<file path="src/rtl/amgs_pkg.sv">
// Shared types, codes and defaults for the adjacency matrix graph store.
package amgs_pkg;

    // Default sizing handed to the top level parameters.
    localparam int MAX_NODES_DEF  = 16;
    localparam int ATOM_WIDTH_DEF = 32;

    // Fixed port widths.
    localparam int FUNC_W      = 3;
    localparam int NODE_W      = 4;
    localparam int VALUE_W     = 32;
    localparam int COUNT_OUT_W = 5;
    localparam int STATUS_W    = 2;

    // Command codes.
    typedef enum logic [FUNC_W-1:0] {
        FUNC_ADD_NODE = 3'd0,
        FUNC_DEL_NODE = 3'd1,
        FUNC_ARC_SET  = 3'd2,
        FUNC_ARC_CLR  = 3'd3,
        FUNC_QUERY    = 3'd4,
        FUNC_WR_WORD  = 3'd5,
        FUNC_RD_WORD  = 3'd6,
        FUNC_CLEAR    = 3'd7
    } func_t;

    // Result status codes.
    localparam logic [STATUS_W-1:0] STATUS_DONE  = 2'd0;
    localparam logic [STATUS_W-1:0] STATUS_RANGE = 2'd1;
    localparam logic [STATUS_W-1:0] STATUS_FULL  = 2'd2;

    // Sequencer states.
    typedef enum logic [3:0] {
        ST_IDLE,
        ST_EXEC,
        ST_ARC_WR_A,
        ST_ARC_WR_B,
        ST_QUERY,
        ST_RD_WORD,
        ST_DEL_SRC,
        ST_DEL_RD,
        ST_DEL_WR,
        ST_DEL_END
    } state_t;

    // Control strobes for one memory with per-entry valid bits.
    typedef struct packed {
        logic we;
        logic re;
        logic inv;
        logic clr_all;
    } vmem_ctl_t;

endpackage

</file>
<file path="src/rtl/adjacency_matrix_graph_store.sv">
// Top level of the adjacency matrix graph store: command sequencer and result register.
//
// The block holds an undirected graph of up to MAX_NODES nodes as a symmetric bit
// matrix (one memory row per node) plus one ATOM_WIDTH-bit word per node, both in
// memories whose per-entry valid bits give an instant clear with no sweep. A command
// is taken when start is high and busy is low; its result appears for exactly one
// cycle with done high, and the receiver cannot stall it, so capture it in that cycle.
// busy falls in the done cycle, so a new command may be issued there. Add node, clear,
// write word and any rejected command finish straight from the execute state; query and
// read word add a memory read; add or remove arc writes both rows in turn; delete node
// walks every row below the last node to move or clear the column of the last node,
// with an extra step first to move the last node down when the deleted node is not the last.
module adjacency_matrix_graph_store #(
    parameter int MAX_NODES  = amgs_pkg::MAX_NODES_DEF,
    parameter int ATOM_WIDTH = amgs_pkg::ATOM_WIDTH_DEF
) (
    input  logic                              clk,
    input  logic                              rst_n,
    input  logic                              start,
    output logic                              busy,
    input  logic [amgs_pkg::FUNC_W-1:0]       func,
    input  logic [amgs_pkg::NODE_W-1:0]       node_a,
    input  logic [amgs_pkg::NODE_W-1:0]       node_b,
    input  logic [amgs_pkg::VALUE_W-1:0]      atom_value,
    output logic                              done,
    output logic                              adjacent,
    output logic [amgs_pkg::VALUE_W-1:0]      atom_out,
    output logic [amgs_pkg::COUNT_OUT_W-1:0]  node_count,
    output logic [amgs_pkg::STATUS_W-1:0]     status
);

    localparam int CNT_W = $clog2(MAX_NODES + 1);
    localparam int IDX_W = $clog2(MAX_NODES);
    localparam int CMP_W = (CNT_W > amgs_pkg::NODE_W) ? CNT_W : amgs_pkg::NODE_W;

    amgs_pkg::state_t state_reg, state_next;
    amgs_pkg::func_t  func_reg, func_next;

    logic [amgs_pkg::NODE_W-1:0]      a_reg, a_next;
    logic [amgs_pkg::NODE_W-1:0]      b_reg, b_next;
    logic [amgs_pkg::VALUE_W-1:0]     val_reg, val_next;
    logic [CNT_W-1:0]                 count_reg, count_next;
    logic [IDX_W-1:0]                 j_reg, j_next;
    logic [MAX_NODES-1:0]             r_reg, r_next;
    logic                             done_reg, done_next;
    logic                             adjacent_reg, adjacent_next;
    logic [amgs_pkg::VALUE_W-1:0]     atom_out_reg, atom_out_next;
    logic [amgs_pkg::COUNT_OUT_W-1:0] node_count_reg, node_count_next;
    logic [amgs_pkg::STATUS_W-1:0]    status_reg, status_next;

    // Memory ports.
    amgs_pkg::vmem_ctl_t  row_ctl, word_ctl;
    logic [IDX_W-1:0]     row_waddr, row_raddr, word_waddr, word_raddr;
    logic [MAX_NODES-1:0] row_wdata, row_rd;
    logic [ATOM_WIDTH-1:0] word_wdata, word_rd;

    // Row editor inputs.
    logic [MAX_NODES-1:0] ed_row_in, ed_row_out;
    logic                 ed_set_en, ed_set_val, ed_clr_en;
    logic [IDX_W-1:0]     ed_set_idx, ed_clr_idx;

    // Decoded indexes and range checks.
    logic [IDX_W-1:0] a_idx, b_idx, last_idx, cnt_idx;
    logic             a_ok, ab_ok, moving;

    // Result capture.
    logic                          fin;
    logic [amgs_pkg::STATUS_W-1:0] fin_status;
    logic                          fin_adj;
    logic [amgs_pkg::VALUE_W-1:0]  fin_atom;

    assign a_idx    = IDX_W'(a_reg);
    assign b_idx    = IDX_W'(b_reg);
    assign last_idx = IDX_W'(count_reg - CNT_W'(1));
    assign cnt_idx  = IDX_W'(count_reg);
    assign a_ok     = CMP_W'(a_reg) < CMP_W'(count_reg);
    assign ab_ok    = a_ok && (CMP_W'(b_reg) < CMP_W'(count_reg));
    assign moving   = a_idx != last_idx;

    amgs_vmem #(
        .DEPTH (MAX_NODES),
        .WIDTH (MAX_NODES),
        .AW    (IDX_W)
    ) u_row_mem (
        .clk     (clk),
        .rst_n   (rst_n),
        .ctl     (row_ctl),
        .waddr   (row_waddr),
        .wdata   (row_wdata),
        .raddr   (row_raddr),
        .rd_data (row_rd)
    );

    amgs_vmem #(
        .DEPTH (MAX_NODES),
        .WIDTH (ATOM_WIDTH),
        .AW    (IDX_W)
    ) u_word_mem (
        .clk     (clk),
        .rst_n   (rst_n),
        .ctl     (word_ctl),
        .waddr   (word_waddr),
        .wdata   (word_wdata),
        .raddr   (word_raddr),
        .rd_data (word_rd)
    );

    amgs_row_edit #(
        .N  (MAX_NODES),
        .IW (IDX_W)
    ) u_row_edit (
        .row_in  (ed_row_in),
        .set_en  (ed_set_en),
        .set_idx (ed_set_idx),
        .set_val (ed_set_val),
        .clr_en  (ed_clr_en),
        .clr_idx (ed_clr_idx),
        .row_out (ed_row_out)
    );

    // Control and result registers.
    always_ff @(posedge clk or negedge rst_n)
    begin
        if (!rst_n)
        begin
            state_reg <= amgs_pkg::ST_IDLE;
            count_reg <= '0;
            done_reg  <= 1'b0;
        end
        else
        begin
            state_reg <= state_next;
            count_reg <= count_next;
            done_reg  <= done_next;
        end
    end

    // Command and result payload registers.
    always_ff @(posedge clk)
    begin
        func_reg       <= func_next;
        a_reg          <= a_next;
        b_reg          <= b_next;
        val_reg        <= val_next;
        j_reg          <= j_next;
        r_reg          <= r_next;
        adjacent_reg   <= adjacent_next;
        atom_out_reg   <= atom_out_next;
        node_count_reg <= node_count_next;
        status_reg     <= status_next;
    end

    // Sequencer: next state, memory commands and row editor selection.
    always_comb
    begin
        state_next      = state_reg;
        func_next       = func_reg;
        a_next          = a_reg;
        b_next          = b_reg;
        val_next        = val_reg;
        count_next      = count_reg;
        j_next          = j_reg;
        r_next          = r_reg;
        adjacent_next   = adjacent_reg;
        atom_out_next   = atom_out_reg;
        node_count_next = node_count_reg;
        status_next     = status_reg;

        row_ctl    = '0;
        word_ctl   = '0;
        row_waddr  = a_idx;
        row_raddr  = a_idx;
        row_wdata  = ed_row_out;
        word_waddr = a_idx;
        word_raddr = a_idx;
        word_wdata = ATOM_WIDTH'(val_reg);

        ed_row_in  = row_rd;
        ed_set_en  = 1'b0;
        ed_set_idx = b_idx;
        ed_set_val = 1'b0;
        ed_clr_en  = 1'b0;
        ed_clr_idx = last_idx;

        fin        = 1'b0;
        fin_status = amgs_pkg::STATUS_DONE;
        fin_adj    = 1'b0;
        fin_atom   = '0;

        unique case (state_reg)
            amgs_pkg::ST_IDLE:
            begin
                if (start)
                begin
                    func_next  = amgs_pkg::func_t'(func);
                    a_next     = node_a;
                    b_next     = node_b;
                    val_next   = atom_value;
                    state_next = amgs_pkg::ST_EXEC;
                end
            end

            amgs_pkg::ST_EXEC:
            begin
                unique case (func_reg)
                    amgs_pkg::FUNC_ADD_NODE:
                    begin
                        if (count_reg == CNT_W'(MAX_NODES))
                        begin
                            fin        = 1'b1;
                            fin_status = amgs_pkg::STATUS_FULL;
                        end
                        else
                        begin
                            // The new slot starts with a cleared word and row.
                            word_ctl.inv = 1'b1;
                            word_waddr   = cnt_idx;
                            row_ctl.inv  = 1'b1;
                            row_waddr    = cnt_idx;
                            count_next   = count_reg + CNT_W'(1);
                            fin          = 1'b1;
                        end
                    end
                    amgs_pkg::FUNC_DEL_NODE:
                    begin
                        if (!a_ok)
                        begin
                            fin        = 1'b1;
                            fin_status = amgs_pkg::STATUS_RANGE;
                        end
                        else if (!moving)
                        begin
                            j_next     = '0;
                            state_next = amgs_pkg::ST_DEL_RD;
                        end
                        else
                        begin
                            // Fetch the row and word of the node that moves down.
                            row_ctl.re  = 1'b1;
                            row_raddr   = last_idx;
                            word_ctl.re = 1'b1;
                            word_raddr  = last_idx;
                            state_next  = amgs_pkg::ST_DEL_SRC;
                        end
                    end
                    amgs_pkg::FUNC_ARC_SET, amgs_pkg::FUNC_ARC_CLR:
                    begin
                        if (!ab_ok)
                        begin
                            fin        = 1'b1;
                            fin_status = amgs_pkg::STATUS_RANGE;
                        end
                        else
                        begin
                            row_ctl.re = 1'b1;
                            state_next = amgs_pkg::ST_ARC_WR_A;
                        end
                    end
                    amgs_pkg::FUNC_QUERY:
                    begin
                        if (!ab_ok)
                        begin
                            fin        = 1'b1;
                            fin_status = amgs_pkg::STATUS_RANGE;
                        end
                        else
                        begin
                            row_ctl.re = 1'b1;
                            state_next = amgs_pkg::ST_QUERY;
                        end
                    end
                    amgs_pkg::FUNC_WR_WORD:
                    begin
                        fin = 1'b1;
                        if (!a_ok)
                        begin
                            fin_status = amgs_pkg::STATUS_RANGE;
                        end
                        else
                        begin
                            word_ctl.we = 1'b1;
                        end
                    end
                    amgs_pkg::FUNC_RD_WORD:
                    begin
                        if (!a_ok)
                        begin
                            fin        = 1'b1;
                            fin_status = amgs_pkg::STATUS_RANGE;
                        end
                        else
                        begin
                            word_ctl.re = 1'b1;
                            state_next  = amgs_pkg::ST_RD_WORD;
                        end
                    end
                    amgs_pkg::FUNC_CLEAR:
                    begin
                        row_ctl.clr_all  = 1'b1;
                        word_ctl.clr_all = 1'b1;
                        count_next       = '0;
                        fin              = 1'b1;
                    end
                    default:
                    begin
                        fin        = 1'b1;
                        fin_status = amgs_pkg::STATUS_RANGE;
                    end
                endcase
            end

            // Write row a with bit b placed, and fetch row b. When a equals b the
            // fetch sees the old row, and the second write places the same bit.
            amgs_pkg::ST_ARC_WR_A:
            begin
                ed_set_en  = 1'b1;
                ed_set_idx = b_idx;
                ed_set_val = func_reg == amgs_pkg::FUNC_ARC_SET;
                row_ctl.we = 1'b1;
                row_waddr  = a_idx;
                row_ctl.re = 1'b1;
                row_raddr  = b_idx;
                state_next = amgs_pkg::ST_ARC_WR_B;
            end

            amgs_pkg::ST_ARC_WR_B:
            begin
                ed_set_en  = 1'b1;
                ed_set_idx = a_idx;
                ed_set_val = func_reg == amgs_pkg::FUNC_ARC_SET;
                row_ctl.we = 1'b1;
                row_waddr  = b_idx;
                fin        = 1'b1;
            end

            amgs_pkg::ST_QUERY:
            begin
                fin     = 1'b1;
                fin_adj = row_rd[b_idx];
            end

            amgs_pkg::ST_RD_WORD:
            begin
                fin      = 1'b1;
                fin_atom = amgs_pkg::VALUE_W'(word_rd);
            end

            // Build the moved row: its self-loop lands on the freed slot, and the
            // arc to the freed slot is dropped. The word moves down too.
            amgs_pkg::ST_DEL_SRC:
            begin
                ed_set_en   = 1'b1;
                ed_set_idx  = a_idx;
                ed_set_val  = row_rd[last_idx];
                ed_clr_en   = 1'b1;
                r_next      = ed_row_out;
                word_ctl.we = 1'b1;
                word_waddr  = a_idx;
                word_wdata  = word_rd;
                j_next      = '0;
                state_next  = amgs_pkg::ST_DEL_RD;
            end

            // Walk the rows below the last node, one read and one write per row.
            amgs_pkg::ST_DEL_RD:
            begin
                if (j_reg == last_idx)
                begin
                    state_next = amgs_pkg::ST_DEL_END;
                end
                else
                begin
                    row_ctl.re = 1'b1;
                    row_raddr  = j_reg;
                    state_next = amgs_pkg::ST_DEL_WR;
                end
            end

            amgs_pkg::ST_DEL_WR:
            begin
                ed_clr_en = 1'b1;
                if (moving && (j_reg == a_idx))
                begin
                    ed_row_in = r_reg;
                end
                else
                begin
                    ed_set_en  = moving;
                    ed_set_idx = a_idx;
                    ed_set_val = r_reg[j_reg];
                end
                row_ctl.we = 1'b1;
                row_waddr  = j_reg;
                j_next     = j_reg + IDX_W'(1);
                state_next = amgs_pkg::ST_DEL_RD;
            end

            amgs_pkg::ST_DEL_END:
            begin
                row_ctl.inv  = 1'b1;
                row_waddr    = last_idx;
                word_ctl.inv = 1'b1;
                word_waddr   = last_idx;
                count_next   = count_reg - CNT_W'(1);
                fin          = 1'b1;
            end

            default:
            begin
                state_next = amgs_pkg::ST_IDLE;
            end
        endcase

        // Capture the result word as the command finishes.
        done_next = fin;
        if (fin)
        begin
            state_next      = amgs_pkg::ST_IDLE;
            adjacent_next   = fin_adj;
            atom_out_next   = fin_atom;
            status_next     = fin_status;
            node_count_next = amgs_pkg::COUNT_OUT_W'(count_next);
        end
    end

    assign busy       = state_reg != amgs_pkg::ST_IDLE;
    assign done       = done_reg;
    assign adjacent   = adjacent_reg;
    assign atom_out   = atom_out_reg;
    assign node_count = node_count_reg;
    assign status     = status_reg;

    // A result only follows a command that was being worked on.
    assert property (@(posedge clk) disable iff (!rst_n)
        done |-> $past(state_reg != amgs_pkg::ST_IDLE))
        else $error("result strobe without a command in progress");

    // The node count never passes the capacity.
    assert property (@(posedge clk) disable iff (!rst_n)
        count_reg <= CNT_W'(MAX_NODES))
        else $error("node count beyond capacity");

    // An accepted command holds the block busy in the next cycle.
    assert property (@(posedge clk) disable iff (!rst_n)
        (start && !busy) |=> busy)
        else $error("accepted command did not raise busy");

    // A full report only comes when the graph holds every slot.
    assert property (@(posedge clk) disable iff (!rst_n)
        (done && (status == amgs_pkg::STATUS_FULL))
            |-> (node_count == amgs_pkg::COUNT_OUT_W'(MAX_NODES)))
        else $error("full status while slots remain");

    // The delete walk never passes the last node.
    assert property (@(posedge clk) disable iff (!rst_n)
        ((state_reg == amgs_pkg::ST_DEL_RD) || (state_reg == amgs_pkg::ST_DEL_WR))
            |-> (j_reg <= last_idx))
        else $error("delete walk ran past the last node");

endmodule

</file>
<file path="src/rtl/amgs_vmem.sv">
// Single write, single read memory with per-entry valid bits; invalid entries read as zero.
module amgs_vmem #(
    parameter int DEPTH = amgs_pkg::MAX_NODES_DEF,
    parameter int WIDTH = amgs_pkg::ATOM_WIDTH_DEF,
    parameter int AW    = $clog2(amgs_pkg::MAX_NODES_DEF)
) (
    input  logic                clk,
    input  logic                rst_n,
    input  amgs_pkg::vmem_ctl_t ctl,
    input  logic [AW-1:0]       waddr,
    input  logic [WIDTH-1:0]    wdata,
    input  logic [AW-1:0]       raddr,
    output logic [WIDTH-1:0]    rd_data
);

    logic [WIDTH-1:0] mem_reg [DEPTH];
    logic [DEPTH-1:0] valid_reg;
    logic [WIDTH-1:0] rd_data_reg;
    logic             rd_valid_reg;

    // Storage array and registered read port.
    always_ff @(posedge clk)
    begin
        if (ctl.we)
        begin
            mem_reg[waddr] <= wdata;
        end
        if (ctl.re)
        begin
            rd_data_reg <= mem_reg[raddr];
        end
    end

    // Valid bits: a write marks an entry, an invalidate or a clear drops it.
    always_ff @(posedge clk or negedge rst_n)
    begin
        if (!rst_n)
        begin
            valid_reg    <= '0;
            rd_valid_reg <= 1'b0;
        end
        else
        begin
            if (ctl.clr_all)
            begin
                valid_reg <= '0;
            end
            else if (ctl.we)
            begin
                valid_reg[waddr] <= 1'b1;
            end
            else if (ctl.inv)
            begin
                valid_reg[waddr] <= 1'b0;
            end
            if (ctl.re)
            begin
                rd_valid_reg <= valid_reg[raddr];
            end
        end
    end

    // An entry that was never written or was dropped reads as zero.
    assign rd_data = rd_valid_reg ? rd_data_reg : '0;

endmodule

</file>
<file path="src/rtl/amgs_row_edit.sv">
// Shared row bit editor: places one bit, then clears another, in an adjacency row.
module amgs_row_edit #(
    parameter int N  = amgs_pkg::MAX_NODES_DEF,
    parameter int IW = $clog2(amgs_pkg::MAX_NODES_DEF)
) (
    input  logic [N-1:0]  row_in,
    input  logic          set_en,
    input  logic [IW-1:0] set_idx,
    input  logic          set_val,
    input  logic          clr_en,
    input  logic [IW-1:0] clr_idx,
    output logic [N-1:0]  row_out
);

    // The clear is applied last so that it wins when both name the same bit.
    always_comb
    begin
        row_out = row_in;
        if (set_en)
        begin
            row_out[set_idx] = set_val;
        end
        if (clr_en)
        begin
            row_out[clr_idx] = 1'b0;
        end
    end

endmodule
</file>
<file path="config.mk">
export PLATFORM = sky130hd
export DESIGN_NAME = adjacency_matrix_graph_store
export DESIGN_NICKNAME = d
export VERILOG_FILES = /design/src/rtl/amgs_pkg.sv /design/src/rtl/adjacency_matrix_graph_store.sv /design/src/rtl/amgs_vmem.sv /design/src/rtl/amgs_row_edit.sv
export SDC_FILE = /design/constraint.sdc
export NUM_CORES = 1
export LEC_CHECK = 0
export BUFFER_PORTS_ARGS = -buffer_cell sky130_fd_sc_hd__buf_2
export CAP_MARGIN = 20
export CORE_ASPECT_RATIO = 0.75
export CORE_MARGIN = 1.5
export CORE_UTILIZATION = 55
export DETAILED_ROUTE_END_ITERATION = 12
export PLACE_DENSITY = 0.7
export SLEW_MARGIN = 20
export SYNTH_ARGS = -nofsm -noshare
export SYNTH_HDL_FRONTEND = slang
export SYNTH_SLANG_ARGS = --single-unit
</file>
<file path="constraint.sdc">
create_clock -name clk -period 10.7 [get_ports clk]
set_clock_uncertainty 0.15 [all_clocks]
set_input_delay 3.21 -clock clk [delete_from_list [all_inputs] [get_ports clk]]
set_output_delay 3.21 -clock clk [all_outputs]
set_load 0.03 [all_outputs]
</file>
## Word-level counts from Yosys, hierarchy flattened

Memories as Yosys holds them, arrays and structs flattened. A register that Yosys moved wholly into a read port is not among the register bits.
Index checks and enable logic that the tools add are counted.

| storage, ports and cells | value |
|---|---|
| memories | 2 |
| register bits | 147 |
| logic and storage cells | 195 |
| input port bits | 46 |
| memory bits (writable) | 768 |
| output and inout bits | 42 |

Memory list:

| name | words | width | rd ports | clocked after Yosys merged registers in | wr ports | RTL line | text |
|---|---|---|---|---|---|---|---|
| u_word_mem.mem_reg | 16 | 32 | 1 | 1 | 1 | amgs_vmem.sv:16 | `logic [WIDTH-1:0] mem_reg [DEPTH];` |
| u_row_mem.mem_reg | 16 | 16 | 1 | 1 | 1 | amgs_vmem.sv:16 |  |

| operators by class | value |
|---|---|
| reduce and logical (&&, ||, !) cells | 26 |
| mux-type cells | 95 |
| equality and inequality tests | 30 |
| $lt $le $gt $ge | 14 |
| add/subtract/negate cells | 3 |
| bitwise gates (word level) | 8 |

Operators by type and width:

| operator | count |
|---|---|
| $mux W16 | 11 |
| $mux W4 | 17 |
| $mux W32 | 2 |
| $and A16 B16 Y16 | 3 |
| $not A16 Y16 | 3 |
| $lt A4 B5 Y1 const B | 8 |
| $mux W1 | 34 |
| $or A16 B16 Y16 | 2 |
| $pmux W4 S4 | 2 |
| $pmux W4 S3 | 2 |
| $pmux W4 S6 | 1 |
| $bmux W1 S4 | 5 |
| $pmux W5 S2 | 2 |
| $bwmux W16 | 1 |
| $demux W1 S4 | 4 |
| $eq A4 B3 Y1 const B | 4 |
| $ge A4 B1 Y1 const B | 4 |
| $ne A4 B4 Y1 const B | 4 |
| $pmux W4 S2 | 2 |
| $reduce_or A3 Y1 | 5 |
| $eq A3 B3 Y1 const B | 4 |
| $pmux W1 S2 | 6 |
| $lt A4 B5 Y1 | 2 |
| $reduce_or A2 Y1 | 5 |
| 28 further kinds | 43 |

## Depth between registers and ports, before layout

Gate-level depths: netlist of run 1.

| depth | value |
|---|---|
| depth after elaboration | 13 |
| depth in mapped cells | 16 |
| mapped depth without buffers | 11 |

## Cells and area by module

Synthesis of run 1 repeated with hierarchy kept, for this count alone.

| unflattened totals | value |
|---|---|
| cell total of the unflattened synthesis | 1997 |
| area, all modules | 39213.9 um^2 |

Modules (own cells, without submodules):

| module | area an instance (um^2) | cells each | instances | sequential area each (um^2) |
|---|---|---|---|---|
| amgs_vmem (u_word_mem) | 21343.0 | 888 | 1 | 16761.1 |
| amgs_vmem (u_row_mem) | 11182.0 | 500 | 1 | 8593.2 |
| adjacency_matrix_graph_store | 6278.5 | 552 | 1 | 3343.2 |
| amgs_row_edit | 410.4 | 57 | 1 | 0.0 |

## Worst setup path before layout of run 1

No wires, ideal clock.

| timing | value |
|---|---|
| path kind | input to register |
| start point | input port start |
| end point | register a_reg (netlist bit a_idx[0]) (enable) |
| setup time | 0.405 ns |
| path buffers | 0 |
| setup slack | 5.862 ns |
| cell stages on the path | 1 |
| required time | 10.145 ns |
| data arrival time | 4.283 ns |
| path through | and3_1 |

| between the ends | value |
|---|---|
| cells in the longest elaborated chain, start to end | 1 |

Ends and longest elaborated chain:

| element | RTL line | text |
|---|---|---|
| start, declared | adjacency_matrix_graph_store.sv:19 | `input logic start,` |
| $reduce_and A2 Y1 (no source line) | -- |  |
| end signal, assigned | adjacency_matrix_graph_store.sv:142 | `a_reg <= a_next;` |
| end, declared | adjacency_matrix_graph_store.sv:39 | `logic [amgs_pkg::NODE_W-1:0] a_reg, a_next;` |

Every way passes these cells.
A chain may end at the register's enable or synchronous reset.

## Worst setup path in the final report of run 1

| timing | value |
|---|---|
| start point | register state_reg[1] |
| end point | output port busy |

| between the ends | value |
|---|---|
| cells in the longest elaborated chain, start to end | 1 |

Ends and longest elaborated chain:

| element | RTL line | text |
|---|---|---|
| start, declared | adjacency_matrix_graph_store.sv:36 | `amgs_pkg::state_t state_reg, state_next;` |
| start signal, assigned | adjacency_matrix_graph_store.sv:126 | `state_reg <= amgs_pkg::ST_IDLE;` |
| start signal, assigned | adjacency_matrix_graph_store.sv:132 | `state_reg <= state_next;` |
| $reduce_bool A4 Y1 | adjacency_matrix_graph_store.sv:426 | `assign busy = state_reg != amgs_pkg::ST_IDLE;` |
| end, declared | adjacency_matrix_graph_store.sv:20 | `output logic busy,` |

Every way passes these cells.

==> results.json, run 1 <==
{
  "status": "complete, no violations",
  "htree_levels": 3,
  "syn-cell-area_mm2": 0.0405,
  "multi_input_area_mm2": 0.0111,
  "cts_max_path_buffers": 3,
  "synth_top_family_by_area": "compound AO/OA/AOI/OAI gates",
  "synthSimpleGateAreaFrac_pct": 9.92,
  "drt-total-wl_um": 104000,
  "grt_max_degree": 217,
  "cts-resized-gates": 0,
  "hold_violations": 0,
  "syn_avg_cell_area_um2": 13.7,
  "rsz0062_at_grt": "no",
  "wl_per_cell_um": 25.6,
  "whs_ps": 355,
  "grt_overflow": 0,
  "worstPathArrival_ps": 2430,
  "seq_area_mm2": 0.0287,
  "required_ps": 7340,
  "p_per_area_mw_per_mm2": 250,
  "die_y_um": 238,
  "reg2reg_setup_slack_ps": 5080,
  "cts_hold_buf": 0,
  "cp_max_fo": 17,
  "ys_ff_latch": 963,
  "design.core.area_mm2": 0.0723,
  "cts_tree": "built",
  "critPathLaunch": "state_reg[1]",
  "ir_drop_mv": 0.130,
  "synth_compound_area_share_pct": 11.4,
  "num_antenna_cells": 0,
  "dpl_cell_area_mm2": 0.0422,
  "synth_cells": 2956,
  "io_buffers": 87,
  "synth_edf_count": 919,
  "synth_fp_nets": 3015,
  "area_growth_pct": 11.6,
  "via_per_inst": 6.37,
  "grt_pass1_wl_um": 154000,
  "synthFlopType": "edfxtp_1",
  "synth_xor_area_share_pct": 0.531,
  "gp_routability_congestion": 0.943,
  "netlist.area_leader.share_pct": 68.1,
  "clock-sinks": 963,
  "yosys_warnings": 0,
  "period_share_pct": 54.1,
  "dr.pass1.iters": 8,
  "tns_ps": 0,
  "cts_setup_buffers": 0,
  "fill_cells": 5356,
  "synth_top_cell_by_area": "edfxtp_1",
  "io_pins": 88,
  "grt_antenna_before_repair": 3,
  "tightest_slew_ps": 1170,
  "worstPathCellList": "nor2_1, nand2_1, buf_2",
  "fmax_ghz": 0.173,
  "crit_slowest_cell": "nor2_1",
  "cts_buffers": 91,
  "final_cell_area_mm2": 0.0452,
  "fp.dieW_um": 316,
  "dp_hpwl_um": 56100,
  "ys_seq_area_share_pct": 70.8,
  "first_global_vias": 24486,
  "antenna_left": 0,
  "muxShareOfSynthArea_pct": 4.50,
  "crit_path_end": "busy",
  "final_util_pct": 62.5,
  "place_ws_ps": 5010,
  "endpoint_kind": "primary output",
  "rows": 85,
  "setup_ws_ps": 4910,
  "final.min_clock_period_ps": 5790,
  "cpPeakStageDelay_ps": 660,
  "num_vias": 25864,
  "maxCapViolCount": 0,
  "slew_headroom_pct": 21.9,
  "r2r_cells": 12,
  "cts-root-buf": "clkbuf_16",
  "start_util_pct": 56.0,
  "drv_slew": 0,
  "synth-adder-area-share_pct": 0.426,
  "leakagePower_uw": 0.0154,
  "clk_pin_slew_worst_paths_ps": 60,
  "largest_reg_flops": 512,
  "grt.total_usage_pct": 27.6,
  "start_kind": "flip-flop",
  "finalNetCount": 3090,
  "die_area_mm2": 0.0753,
  "clock_latency_ps": 670,
  "hold_path_class": "flip-flop to flip-flop",
  "drc": 0,
  "yosysMostFrequentCell": "edfxtp_1",
  "drive_above_1_share_pct": 13.3,
  "r2r-end": "u_row_mem.rd_data_reg[15]",
  "yosys-top-cells-count": "919 x edfxtp_1, 449 x nand2_1, 249 x a211oi_1, 143 x o21ai_0, 139 x a21oi_1",
  "r2r_start": "count_reg[0]",
  "async_flop_share_pct": 4.57,
  "setup_viol": 0,
  "drtIter0Drc": 3661,
  "ys_types": 73,
  "ys_top_cells_by_area": "edfxtp_1 68%, a211oi_1 4.6%, nand2_1 4.2%",
  "path_class": "flip-flop to primary output"
}
logic make-up after synthesis:
group	count (synthesis)
buf+inv	218
simple gates	875
xor+xnor	20
compound gates	708
fa+ha+maj	14
mux	158
flops	963
area by class of cell:
| class | instances | share of cell area, % |
|---|---|---|
| clock buffer | 117 | 5.32 |
| clock inverter | 49 | 1.13 |
| inverter | 20 | 0.166 |
| multi-input combinational | 1775 | 24.7 |
| sequential | 963 | 63.5 |
| tap | 957 | 2.65 |
| timing repair buffer | 180 | 2.62 |
how the worst min path moves through the flow:
stage               slack [ps]                       to  cells past startpoint               startpoint
floorplan                  310   u_row_mem.valid_reg[2]                      2   u_row_mem.valid_reg[2]
global placement           340   u_row_mem.valid_reg[1]                      2   u_row_mem.valid_reg[1]
detailed placement         340   u_row_mem.valid_reg[3]                      2   u_row_mem.valid_reg[3]
CTS                        360   u_row_mem.valid_reg[3]                      2   u_row_mem.valid_reg[3]
global route               390  u_word_mem.valid_reg[2]                      2  u_word_mem.valid_reg[2]
finish                     360   u_row_mem.valid_reg[3]                      2   u_row_mem.valid_reg[3]
cells in the final DEF, fill, tap and decap left out, drive strengths merged, types with 16 or more instances in the layout:
master	synthesis	layout
and2	150	150
nand2	449	449
mux2	32	32
clkinv	0	36
xnor2	16	16
dfrtp	44	44
mux4	16	16
o221ai	16	16
inv	20	23
buf	79	180
edfxtp	919	919
and3	37	37
a211oi	249	249
o32a	17	17
a31oi	89	89
nor2	129	129
o21ai	143	143
clkbuf	119	117
nand3	56	56
a21oi	139	139
mux2i	110	110
per-stage QoR:
step                std cells  power [uW]
floorplan                2956        7110
global placement         3892        8010
detailed placement       3893        8100
CTS                      4059       11300
global route             4061       11800
finish                   4061       11300
routing by layer:
layer  share of wire (%)  track usage [%]
met5                   0                0
met4                 2.2             7.13
met3                  10             5.37
met2                  44             40.0
met1                  44             42.9
where the power goes:
group          total, uW  switching [uW]  internal, uW
Sequential          4870             216          4660
Clock               3190            1380          1810
Combinational       3240            2230          1010
critical path: cells and delay by family (launching register included):
family / cells / cell delay (ps)
DFF: 1 / 620
and+or+nand+nor: 2 / 900
buffers and inverters: 1 / 240
(Power assumes the default switching activity.)
==> run 2, diff against run 1 <==
==> constraint.sdc (replaced) <==
create_clock -name clk -period 5.55 [get_ports clk]
set_clock_uncertainty 0.15 [all_clocks]
set_input_delay 1.665 -clock clk [delete_from_list [all_inputs] [get_ports clk]]
set_output_delay 1.665 -clock clk [all_outputs]
set_load 0.03 [all_outputs]
==> run 2 against run 1 <==
Effect of this change:
- design area grew 1.1%
- flip-flop and latch count is the same
- hold slack gained 10 ps
- combinational power grew 97%
- register-to-register slack lost 4400 ps
- final cell count grew 1.1%
- wire length shrank 1.0%
- critical path depth grew 9
- global-route usage shrank 0.20 points
- critical path type is now flip-flop to flip-flop
==> results.json, run 2 (synthesized netlist as in run 1, its figures left out) <==
{
  "tightest_slew_ps": 1030,
  "final.min_clock_period_ps": 4860,
  "num_vias": 25827,
  "wl_per_cell_um": 25.1,
  "critPathLaunch": "count_reg[1]",
  "setup_viol": 0,
  "grt_max_degree": 91,
  "endpoint_kind": "flip-flop",
  "leakagePower_uw": 0.0157,
  "min_from": "u_word_mem.valid_reg[3]",
  "drc": 0,
  "cts-resized-gates": 0,
  "layout_common_cells": "919 x edfxtp_1, 449 x nand2_1, 249 x a211oi_1, 141 x o21ai_0, 138 x a21oi_1",
  "fp.dieW_um": 316,
  "drt-total-wl_um": 103000,
  "area_growth_pct": 12.8,
  "start_util_pct": 56.0,
  "grt.total_usage_pct": 27.4,
  "p_total_uw": 22100,
  "worstPathArrival_ps": 5190,
  "die_y_um": 238,
  "final_common_cell": "edfxtp_1",
  "clock_latency_ps": 660,
  "finalNetCount": 3135,
  "io_buffers": 87,
  "r2r_start": "count_reg[1]",
  "hold_violations": 0,
  "grt_pass1_wl_um": 153000,
  "clk_pin_slew_worst_paths_ps": 70,
  "slew_headroom_pct": 31.4,
  "cts-root-buf": "clkbuf_16",
  "gp_routability_congestion": 0.921,
  "period_share_pct": 87.6,
  "drtIter0Drc": 3208,
  "dp_hpwl_um": 60900,
  "fill_cells": 5264,
  "die_area_mm2": 0.0753,
  "cts_hold_buf": 0,
  "htree_levels": 3,
  "design.core.area_mm2": 0.0723,
  "hold_path_class": "flip-flop to flip-flop",
  "clock-sinks": 963,
  "first_global_vias": 24759,
  "antenna_left": 0,
  "seq_area_mm2": 0.0287,
  "start_kind": "flip-flop",
  "fmax_ghz": 0.206,
  "drv_slew": 0,
  "tns_ps": 0,
  "io_pins": 88,
  "cp_max_fo": 40,
  "grt_antenna_before_repair": 2,
  "cts_max_path_buffers": 3,
  "required_ps": 5880,
  "cts_setup_buffers": 0,
  "rsz0062_at_grt": "no",
  "ir_drop_mv": 0.264,
  "maxCapViolCount": 0,
  "p_per_area_mw_per_mm2": 483,
  "num_antenna_cells": 0,
  "rows": 85,
  "multi_input_area_mm2": 0.0111,
  "cts_buffers": 92,
  "grt_overflow": 0,
  "drive_above_1_share_pct": 14.1,
  "dr.pass1.iters": 6,
  "status": "complete, no violations",
  "largest_reg_flops": 512,
  "cts_tree": "built",
  "via_per_inst": 6.29,
  "path_class": "flip-flop to flip-flop"
}
-- run 2: path summary, 6_finish.rpt --
| kind | endpoint | slack [ps] | cells past startpoint |
|---|---|---|---|
| worst max-delay path | u_row_mem.rd_data_reg[12] | 690 | 12 |
| worst min-delay path | u_word_mem.valid_reg[3] | 370 | 2 |
| worst max register to register | u_row_mem.rd_data_reg[12] | 690 | 12 |
| worst min register to register | u_word_mem.valid_reg[3] | 370 | 2 |
| max in group asynchronous | u_row_mem.valid_reg[15] | 3670 | 2 |
| min in group asynchronous | count_reg[1] | 730 | 1 |
-- run 2: stage by stage --
step | cells | util, % | hold slack (ps) | worst slack [ps] | instance area, um2
detailed placement | 3939 | 59.1 | 348 | 799 | 42700
global placement | 3939 | 59.1 | 342 | 983 | 42700
finish | 4106 | 63.2 | 366 | 688 | 45700
CTS | 4106 | 63.2 | 363 | 711 | 45700
floorplan | 2956 | - | 315 | 1320 | 40500
global route | 4106 | 63.2 | 402 | 379 | 45700
-- run 2: where the power goes --
group	internal, uW	total [uW]	switching, uW	leakage, uW
registers	8970	9420	444	0.00900
clock network	3600	6250	2650	0.00145
logic	2110	6390	4280	0.00522
total	14700	22100	7370	0.0157
-- run 2: routing by layer --
layer | global-route usage [%] | wire length, um | up-vias
met5 | 0 | 0 | -
met4 | 7.34 | 2190 | 0
met3 | 4.42 | 9760 | 162
met2 | 40.0 | 44900 | 1299
met1 | 42.8 | 46100 | 12880
li1 | - | - | 11486
-- run 2: worst max-delay path, stage by stage, from the launching register on --
cell      delay (ps)
dfrtp_1          480
inv_1            240
ha_1             600
xnor2_2          260
xnor2_1          290
nand3_1          230
a211oi_1         470
or3_2            770
buf_4            430
nand2_1           90
and3_1           170
o32a_1           350
o221ai_1          90
-- run 2: cell type report --
cell class | count | share of cell area (%)
Sequential cell | 963 | 62.8
Multi-Input combinational cell | 1775 | 24.2
Tap cell | 957 | 2.62
Clock buffer | 113 | 5.28
Timing Repair Buffer | 224 | 3.70
Inverter | 20 | 0.164
Clock inverter | 54 | 1.23
